### config.mk
export PLATFORM = sky130hd
export DESIGN_NAME = packet_deframer_heartbeat
export DESIGN_NICKNAME = d
export VERILOG_FILES = /design/src/sv/pdh_pkg.sv /design/src/sv/pdh_front.sv /design/src/sv/pdh_fifo.sv /design/src/sv/pdh_back.sv /design/src/sv/packet_deframer_heartbeat.sv
export SDC_FILE = /design/constraint.sdc
export NUM_CORES = 2
export LEC_CHECK = 0
export CAP_MARGIN = 20
export CORE_ASPECT_RATIO = 1.4
export CORE_MARGIN = 10
export CORE_UTILIZATION = 57
export DETAILED_ROUTE_END_ITERATION = 10
export DONT_BUFFER_PORTS = 1
export PLACE_DENSITY = 0.72
export SLEW_MARGIN = 20
export SYNTH_ARGS = -nofsm -noshare
export SYNTH_HDL_FRONTEND = slang
export SYNTH_HIERARCHICAL = 1
export SYNTH_SLANG_ARGS = --single-unit
export TNS_END_PERCENT = 1
### constraint.sdc
create_clock -name clk -period 8.9 [get_ports clk]
set_clock_uncertainty 0.15 [all_clocks]
set_input_delay 1.78 -clock clk [delete_from_list [all_inputs] [get_ports clk]]
set_output_delay 1.78 -clock clk [all_outputs]
set_load 0.05 [all_outputs]
### src/sv/pdh_pkg.sv
package pdh_pkg;

  localparam int unsigned HDR_BYTES = 24;
  localparam int unsigned WIN_BYTES = 43;
  localparam int unsigned PAT_BYTES = 44;
  localparam int unsigned LEAD_NUM  = 6;

  localparam logic [31:0] CMD_OPEN = 32'h4e45504f;
  localparam logic [31:0] CMD_OKAY = 32'h59414b4f;
  localparam logic [31:0] CMD_CLSE = 32'h45534c43;
  localparam logic [31:0] CMD_WRTE = 32'h45545257;

  // match flag bits
  localparam int unsigned FLG_SHELL_LEAD = 4;
  localparam int unsigned FLG_FB_LEAD    = 5;
  localparam int unsigned FLG_RAW        = 6;

  // ":cat" of the battery capacity file, shared tail of the shell and raw
  // capacity queries, first char in the top byte
  localparam logic [311:0] CAP_PATH_TAIL =
    312'h3a636174_202f7379_732f636c_6173732f_706f7765_725f7375_70706c79_2f2a2f63_61706163_697479;

  // lead patterns, first char in the top byte, zero padded
  localparam logic [PAT_BYTES*8-1:0] LEAD_PAT [LEAD_NUM] = '{
    {"shell:exit", 272'h0},
    {"shell:getprop", 248'h0},
    {"shell", CAP_PATH_TAIL},
    {"framebuffer", 264'h0},
    {"shell", 312'h0},
    {"framebuffer", 264'h0}
  };
  localparam logic [5:0] LEAD_LEN [LEAD_NUM] = '{6'd10, 6'd13, 6'd44, 6'd11, 6'd5, 6'd11};

  // raw patterns, last char in the low byte
  localparam logic [71:0]  RAW_EXIT = ",raw:exit";
  localparam logic [95:0]  RAW_PROP = ",raw:getprop";
  localparam logic [343:0] RAW_CAP  = {",raw", CAP_PATH_TAIL};

  typedef struct packed {
    logic        emit;       // a result goes out
    logic        erase;      // drop a0 from the quiet set first
    logic        bad;        // header failed validation
    logic        quiet_open; // OPEN that qualifies as quiet
    logic [31:0] cmd;
    logic [31:0] a0;
    logic [31:0] a1;
    logic [31:0] len;
  } pdh_op_t;

endpackage

### src/sv/pdh_front.sv
module pdh_front #(
  parameter int unsigned CAPTURE_BYTES = 1024,
  parameter int unsigned MAX_PAYLOAD   = 1048576
) (
  input  logic            clk,
  input  logic            rst_n,
  input  logic            cfg_wr_en,
  input  logic            cfg_wr_data,
  input  logic            byte_vld,
  input  logic [7:0]      byte_dat,
  output logic            op_push,
  output pdh_pkg::pdh_op_t op_dat
);
  import pdh_pkg::*;

  localparam int unsigned PW = $clog2(MAX_PAYLOAD + 1);

  logic                   track_en_r;
  logic                   halted_r, halted_nxt;
  logic                   in_pay_r, in_pay_nxt;
  logic [4:0]             hpos_r, hpos_nxt;
  logic [PW-1:0]          ppos_r, ppos_nxt;
  logic [HDR_BYTES*8-1:0] hdr_r, hdr_nxt;
  logic [WIN_BYTES*8-1:0] win_r, win_nxt;
  logic [6:0]             flg_r, flg_nxt;
  logic [31:0]            cmd, magic, len, cap;
  logic                   lead, exact, act;

  always_ff @(posedge clk) begin
    if (!rst_n) begin
      track_en_r <= 1'b1;
    end else if (cfg_wr_en) begin
      track_en_r <= cfg_wr_data;
    end
  end

  always_comb begin
    halted_nxt = halted_r;
    in_pay_nxt = in_pay_r;
    hpos_nxt   = hpos_r;
    ppos_nxt   = ppos_r;
    hdr_nxt    = hdr_r;
    win_nxt    = win_r;
    flg_nxt    = flg_r;
    op_push    = 1'b0;
    act        = byte_vld && !halted_r && track_en_r;
    if (act && !in_pay_r) begin
      hdr_nxt = {byte_dat, hdr_r[HDR_BYTES*8-1:8]};
    end
    cmd   = hdr_nxt[31:0];
    len   = hdr_nxt[127:96];
    magic = hdr_nxt[191:160];
    op_dat.emit       = 1'b0;
    op_dat.erase      = 1'b0;
    op_dat.bad        = 1'b0;
    op_dat.quiet_open = 1'b0;
    op_dat.cmd        = cmd;
    op_dat.a0         = hdr_nxt[63:32];
    op_dat.a1         = hdr_nxt[95:64];
    op_dat.len        = len;
    if (act && !in_pay_r) begin
      if (hpos_r == 5'(HDR_BYTES - 1)) begin
        hpos_nxt = '0;
        if (cmd != ~magic || len > 32'(MAX_PAYLOAD)) begin
          halted_nxt  = 1'b1;
          op_push     = 1'b1;
          op_dat.emit = 1'b1;
          op_dat.bad  = 1'b1;
        end else begin
          op_dat.erase = (cmd == CMD_CLSE);
          flg_nxt      = 7'h3f;
          win_nxt      = '0;
          ppos_nxt     = '0;
          if (len == '0) begin
            op_push     = 1'b1;
            op_dat.emit = 1'b1;
          end else begin
            in_pay_nxt = 1'b1;
            op_push    = op_dat.erase;
          end
        end
      end else begin
        hpos_nxt = hpos_r + 5'd1;
      end
    end else if (act) begin
      if (32'(ppos_r) < 32'(CAPTURE_BYTES)) begin
        for (int k = 0; k < LEAD_NUM; k++) begin
          if (ppos_r < PW'(LEAD_LEN[k]) &&
              byte_dat != LEAD_PAT[k][PAT_BYTES*8-1-8*ppos_r[5:0] -: 8]) begin
            flg_nxt[k] = 1'b0;
          end
        end
        win_nxt = {win_r[WIN_BYTES*8-9:0], byte_dat};
        if (win_nxt[71:0] == RAW_EXIT || win_nxt[95:0] == RAW_PROP ||
            win_nxt[343:0] == RAW_CAP) begin
          flg_nxt[FLG_RAW] = 1'b1;
        end
      end
      ppos_nxt = ppos_r + PW'(1);
      if (32'(ppos_nxt) >= len) begin
        in_pay_nxt  = 1'b0;
        op_push     = 1'b1;
        op_dat.emit = 1'b1;
      end
    end
    // quiet shell rule on the finished payload
    cap   = (len < 32'(CAPTURE_BYTES)) ? len : 32'(CAPTURE_BYTES);
    lead  = (flg_nxt[FLG_SHELL_LEAD] && cap >= 32'(LEAD_LEN[FLG_SHELL_LEAD])) ||
            (flg_nxt[FLG_FB_LEAD] && cap >= 32'(LEAD_LEN[FLG_FB_LEAD]));
    exact = 1'b0;
    for (int k = 0; k < 4; k++) begin
      if (flg_nxt[k] && cap == 32'(LEAD_LEN[k])) exact = 1'b1;
    end
    op_dat.quiet_open = (cmd == CMD_OPEN) && in_pay_r && lead && (exact || flg_nxt[FLG_RAW]);
  end

  always_ff @(posedge clk) begin
    if (!rst_n) begin
      halted_r <= 1'b0;
      in_pay_r <= 1'b0;
      hpos_r   <= '0;
      ppos_r   <= '0;
      flg_r    <= '0;
      win_r    <= '0;
    end else begin
      halted_r <= halted_nxt;
      in_pay_r <= in_pay_nxt;
      hpos_r   <= hpos_nxt;
      ppos_r   <= ppos_nxt;
      flg_r    <= flg_nxt;
      win_r    <= win_nxt;
    end
  end

  always_ff @(posedge clk) begin
    hdr_r <= hdr_nxt;
  end

endmodule

### src/sv/pdh_fifo.sv
module pdh_fifo (
  input  logic             clk,
  input  logic             rst_n,
  input  logic             push,
  input  pdh_pkg::pdh_op_t push_dat,
  input  logic             pop,
  output logic             not_empty,
  output logic             full,
  output pdh_pkg::pdh_op_t pop_dat
);
  import pdh_pkg::*;

  pdh_op_t    mem_r [4];
  logic [1:0] wp_r, rp_r;
  logic [2:0] cnt_r;

  assign not_empty = (cnt_r != 3'd0);
  assign full      = (cnt_r == 3'd4);
  assign pop_dat   = mem_r[rp_r];

  always_ff @(posedge clk) begin
    if (!rst_n) begin
      wp_r  <= '0;
      rp_r  <= '0;
      cnt_r <= '0;
    end else begin
      if (push) wp_r <= wp_r + 2'd1;
      if (pop)  rp_r <= rp_r + 2'd1;
      cnt_r <= cnt_r + 3'(push) - 3'(pop);
    end
  end

  always_ff @(posedge clk) begin
    if (push) mem_r[wp_r] <= push_dat;
  end

endmodule

### src/sv/pdh_back.sv
module pdh_back #(
  parameter int unsigned QUIET_ID_ENTRIES = 16
) (
  input  logic             clk,
  input  logic             rst_n,
  input  logic             op_vld,
  input  pdh_pkg::pdh_op_t op_dat,
  output logic             op_pop,
  output logic             res_vld,
  input  logic             res_rdy,
  output logic [167:0]     res_dat
);
  import pdh_pkg::*;

  logic                  idv_r [QUIET_ID_ENTRIES];
  logic [31:0]           idval_r [QUIET_ID_ENTRIES];
  logic [31:0]           hb_cnt_r, hb_cnt_nxt;
  logic                  out_vld_r;
  logic [167:0]          out_r;
  logic                  member, free_found, quiet, hb, ovf, ins;
  logic [QUIET_ID_ENTRIES-1:0] hit, ins_sel;

  always_comb begin
    member     = 1'b0;
    free_found = 1'b0;
    ins_sel    = '0;
    for (int i = 0; i < QUIET_ID_ENTRIES; i++) begin
      hit[i] = idv_r[i] && idval_r[i] == op_dat.a0;
      if (hit[i]) member = 1'b1;
      if (!idv_r[i] && !free_found) begin
        free_found = 1'b1;
        ins_sel[i] = 1'b1;
      end
    end
    op_pop     = op_vld && (!op_dat.emit || !out_vld_r || res_rdy);
    ins        = op_dat.quiet_open && !member && free_found;
    ovf        = op_dat.quiet_open && !member && !free_found;
    quiet      = op_dat.quiet_open || (op_dat.cmd == CMD_WRTE && member);
    hb         = !op_dat.bad && op_dat.cmd != CMD_OKAY && op_dat.cmd != CMD_CLSE && !quiet;
    hb_cnt_nxt = hb_cnt_r + 32'(hb);
  end

  always_ff @(posedge clk) begin
    if (!rst_n) begin
      for (int i = 0; i < QUIET_ID_ENTRIES; i++) idv_r[i] <= 1'b0;
      hb_cnt_r  <= '0;
      out_vld_r <= 1'b0;
    end else begin
      out_vld_r <= (op_pop && op_dat.emit) || (out_vld_r && !res_rdy);
      if (op_pop) begin
        for (int i = 0; i < QUIET_ID_ENTRIES; i++) begin
          if (op_dat.erase && hit[i]) idv_r[i] <= 1'b0;
          if (ins && ins_sel[i]) idv_r[i] <= 1'b1;
        end
        if (op_dat.emit) begin
          hb_cnt_r  <= hb_cnt_nxt;
        end
      end
    end
  end

  always_ff @(posedge clk) begin
    for (int i = 0; i < QUIET_ID_ENTRIES; i++) begin
      if (op_pop && ins && ins_sel[i]) idval_r[i] <= op_dat.a0;
    end
    if (op_pop && op_dat.emit) begin
      out_r <= {5'd0, ovf, op_dat.bad, hb_cnt_nxt, hb,
                op_dat.len, op_dat.a1, op_dat.a0, op_dat.cmd};
    end
  end

  assign res_vld = out_vld_r;
  assign res_dat = out_r;

endmodule

### src/sv/packet_deframer_heartbeat.sv
// Message header sniffer with heartbeat counter.
// in_*: byte stream, one byte per word in in_tdata[7:0]; in_tready drops only
//   when the 4-entry op queue between front and back is full.
// out_*: one word per finished packet or bad header.
// cfg_*: track_enable; one parses, zero drops every byte. Write while idle.
// Throughput: one byte per cycle while the op queue has room. The front end
//   assembles the 24-byte header, checks it, walks the payload and matches
//   shell, framebuffer and raw strings; the back end owns the quiet ID set and
//   the heartbeat count.
// Ending byte to result word: queue write, then back end output register.
// Reset (rst_n low, synchronous): header parse restarts, count zero, ID set
//   empty, track_enable one. After a bad header the block drops bytes until
//   reset.
// Receiver stall: the output register holds, the queue fills, and in_tready
//   falls after four more ops; no word is lost.
module packet_deframer_heartbeat #(
  parameter int unsigned QUIET_ID_ENTRIES = 16,
  parameter int unsigned CAPTURE_BYTES    = 1024,
  parameter int unsigned MAX_PAYLOAD      = 1048576
) (
  input  logic         clk,
  input  logic         rst_n,
  input  logic         cfg_wr_en,
  input  logic         cfg_wr_data,   // track_enable
  input  logic         in_tvalid,
  output logic         in_tready,
  input  logic [7:0]   in_tdata,      // data_byte
  output logic         out_tvalid,
  input  logic         out_tready,
  // [31:0] command_word, [63:32] first_arg, [95:64] second_arg,
  // [127:96] payload_length, [128] heartbeat, [160:129] heartbeat_total,
  // [161] bad_header, [162] set_overflow, [167:163] zero
  output logic [167:0] out_tdata
);
  import pdh_pkg::*;

  pdh_op_t fr_op, q_op;
  logic    fr_push, q_vld, q_full, q_pop;

  assign in_tready = !q_full;

  pdh_front #(
    .CAPTURE_BYTES (CAPTURE_BYTES),
    .MAX_PAYLOAD   (MAX_PAYLOAD)
  ) u_front (
    .clk         (clk),
    .rst_n       (rst_n),
    .cfg_wr_en   (cfg_wr_en),
    .cfg_wr_data (cfg_wr_data),
    .byte_vld    (in_tvalid && in_tready),
    .byte_dat    (in_tdata),
    .op_push     (fr_push),
    .op_dat      (fr_op)
  );

  pdh_fifo u_fifo (
    .clk       (clk),
    .rst_n     (rst_n),
    .push      (fr_push),
    .push_dat  (fr_op),
    .pop       (q_pop),
    .not_empty (q_vld),
    .full      (q_full),
    .pop_dat   (q_op)
  );

  pdh_back #(
    .QUIET_ID_ENTRIES (QUIET_ID_ENTRIES)
  ) u_back (
    .clk     (clk),
    .rst_n   (rst_n),
    .op_vld  (q_vld),
    .op_dat  (q_op),
    .op_pop  (q_pop),
    .res_vld (out_tvalid),
    .res_rdy (out_tready),
    .res_dat (out_tdata)
  );

endmodule

==> impl_metrics.toml <==
[sta]
tightest_slew_ns = 1.12
hold_violations = 0
maxSlewViolCount = 0
finalSetupViolCount = 0
period_share_pct = 82.2
slew_headroom_pct = 25.7
setup-tns-final_ns = 0
finalCriticalPeriod_ns = 7.31
rsz0062_at_grt = "no"
max_freq_mhz = 137

[clock_network]
post_cts_buffers = 0
cts_buffer_depth = 3
cts_resized = 0
cts_tree = "built"
numCtsBuffers = 167
clkLatencyLatePin_ns = 0.83
cts-hold-fix-buffers = 0
clk_pin_slew_ns = 0.07
cts_root_buf = "clkbuf_16"
cts_htree_levels = 4
cts.sinks = 1825

[final_layout]
final_area_mm2 = 0.0821
drive_above_1_share_pct = 9.54
n_fill_cell = 9978
nNetsFinal = 5838
area_growth_pct = 7.80
fin_util_pct = 61.9

[synthesis]
ys_ff_latch = 1825
ys_seq_area_share_pct = 64.4
synth.distinct_cells = 99
async_flop_share_pct = 0
synth.avg_cell_area_um2 = 12.7
netlist_instances = 6006
synth_warnings = 6
synth_edf_count = 1250
synth_area_mm2 = 0.0761
synthFlopType = "edfxtp_1"

[route]
vias = 47200
wl_mm = 193
firstDrtPassIters = 8
ant_nets = 0
post_drt_wl_per_cell_um = 25.0
routed_via_density = 6.13
drc_errors = 0
first_iter_violations = 4987

[worst_setup_path]
r2r_cells = 17
r2r-end = "u_back/hb_cnt_r[31]"
required_ns = 9.45
reg2reg_slack_ns = 1.59
crit_type = "reg2reg"
end_kind = "flop"
critPathMaxFanout = 53
critPathLaunchType = "flop"
critPathArrivalTime_ns = 7.86

[die]
core-area_mm2 = 0.133
rows = 158
start_util_pct = 57.4
die_area_mm2 = 0.149
ios = 184
dieHeight_um = 452
dieWidth_um = 329

[worst_hold_path]
hold_start = "u_front/hdr_r[141]"
whs_path_depth = 0
min_to = "u_front/hdr_r[133]"
hp-class = "reg2reg"

[power]
power.density_mw_per_mm2 = 277
total_power_mw = 22.8
power.leakage_nw = 26.6
ir_drop_mv = 0.246

[global_route]
grt_pass1_wl_mm = 289
grt_pass1_vias = 46000
grtUsageTotal_pct = 25.4
grt_overflow = 0
grt_max_degree = 185
antenna_found_initial = 3

[placed_design]
gp_congestion = 0.963
io_buffer_count = 0
placed_cell_area_mm2 = 0.0764
hpwl_mm = 126

[flow_run]
drv_cap = 0

[outcome]
status = "finished, final reports clean"
==> layout make-up <==
| type | instances | area [um2] | share of cell area, % |
|---|---|---|---|
| Sequential cell | 1825 | 49100 | 59.8 |
| Timing Repair Buffer | 100 | 938 | 1.14 |
| Multi-Input combinational cell | 3646 | 24000 | 29.3 |
| Antenna cell | 2 | 5.00 | 0.00610 |
| Clock buffer | 216 | 4490 | 5.47 |
| Clock inverter | 97 | 1140 | 1.39 |
| Inverter | 51 | 211 | 0.258 |
| Tap cell | 1760 | 2200 | 2.68 |
==> logic make-up after synthesis <==
family | synth area share (%)
AND/OR/NAND/NOR | 15.0
flip-flops | 64.4
XOR/XNOR | 7.46
AO/OA/AOI/OAI | 4.31
buffers and inverters | 4.21
multiplexers | 4.08
adder cells (fa/ha/maj) | 0.552
other | 0.00493
==> critical path, stage by stage, from the launching register on <==
cell and delay (ns):
dfxtp_4 0.90, mux4_2 0.82, buf_4 0.47, xor2_1 0.26, nor4_1 0.10, nand4_1 0.12
nor4_1 0.11, or4_1 0.52, or4_4 0.71, a21oi_1 0.28, ha_1 0.22, nand3_1 0.18
nor4_1 0.65, nand3_1 0.55, or3_1 0.58, nor3_1 0.27, xnor2_1 0.17, nor2_1 0.05
==> cell usage after synthesis (all sizes together) (10+ instances only) <==
master / count / area share (%)
xor2: 356 / 4.1
and4b: 18 / 0.24
mux4: 132 / 3.9
dfxtp: 575 / 15
a211oi: 10 / 0.099
nand2: 902 / 4.4
nor4b: 36 / 0.41
a31oi: 14 / 0.12
mux2i: 10 / 0.13
nand4: 159 / 1.3
buf: 344 / 3.2
or2: 13 / 0.11
clkbuf: 144 / 0.71
nor2b: 21 / 0.18
ha: 32 / 0.53
o21ai: 52 / 0.37
inv: 51 / 0.25
edfxtp: 1250 / 49
nor3: 92 / 0.61
and2: 34 / 0.28
nand2b: 34 / 0.28
nor4: 186 / 1.6
nand3b: 10 / 0.099
or3: 14 / 0.12
nand4b: 41 / 0.47
nand3: 420 / 2.8
and4: 14 / 0.16
nor2: 157 / 0.78
xnor2: 285 / 3.3
or4: 21 / 0.21
o31ai: 19 / 0.19
and3: 28 / 0.23
nor3b: 11 / 0.11
nor4bb: 26 / 0.34
a21oi: 378 / 2.5
==> placed cells by master (no fill, tap or decap), drive strengths merged, types with 19 or more instances in the layout <==
| master | instances |
|---|---|
| xor2 | 356 |
| xnor2 | 285 |
| and2 | 34 |
| nand2b | 34 |
| nor2 | 157 |
| buf | 100 |
| nor3 | 92 |
| a21oi | 378 |
| ha | 32 |
| nand4b | 41 |
| and3 | 28 |
| nor4bb | 26 |
| nor4b | 36 |
| nand3 | 420 |
| nand2 | 902 |
| o21ai | 52 |
| clkinv | 56 |
| nand4 | 159 |
| inv | 64 |
| nor2b | 21 |
| or4 | 21 |
| clkbuf | 216 |
| edfxtp | 1250 |
| mux4 | 132 |
| o31ai | 19 |
| nor4 | 186 |
| dfxtp | 575 |
==> how the worst max path moves through the flow <==
stage / depth (start not counted) / slack [ns] / start / to
after floorplan: 23 / 0.36 / in_tvalid / u_fifo/mem_r[0][0]
after global placement: 17 / 1.42 / in_tvalid / u_fifo/mem_r[1][125]
after detailed placement: 14 / 1.38 / in_tvalid / u_fifo/mem_r[3][125]
after CTS: 17 / 1.60 / flop / u_back/hb_cnt_r[31]
after global routing: 17 / 1.22 / flop / u_back/hb_cnt_r[31]
final: 17 / 1.59 / flop / u_back/hb_cnt_r[31]
==> registers in the layout, summed over array words and instances, names as in the netlist, 16 cells and up, named ones only <==
| register | cells |
|---|---|
| u_back/hb_cnt_r | 32 |
| u_front/hdr_r | 192 |
| u_front/win_r | 336 |
| u_back/res_dat | 163 |
| u_front/ppos_r | 21 |
| u_fifo/mem_r | 528 |
| u_back/idv_r | 16 |
| u_back/idval_r | 512 |
==> metal layers <==
layer  share of wire, %  up-vias  global-route usage, %
li1                   -    21400                      -
met1                 38    23600                   30.7
met3                5.6      419                   3.72
met4                5.0        2                   12.2
met2                 52     1713                   44.4
met5             0.0062        -                      0
==> through the flow <==
step	worst slack [ns]	hold slack, ns	instances
after floorplan	0.363	0.250	6010
after global placement	1.42	0.255	7382
after detailed placement	1.38	0.262	7382
after CTS	1.60	0.257	7695
after global routing	1.22	0.273	7696
final	1.59	0.259	7697
==> power by group <==
group | internal, mW | switching [mW] | leakage [nW]
clock | 4.02 | 3.25 | 2.71
combinational | 1.43 | 3.31 | 7.89
sequential | 10.2 | 0.547 | 16.0
Power figures use the tool's default switching activity.
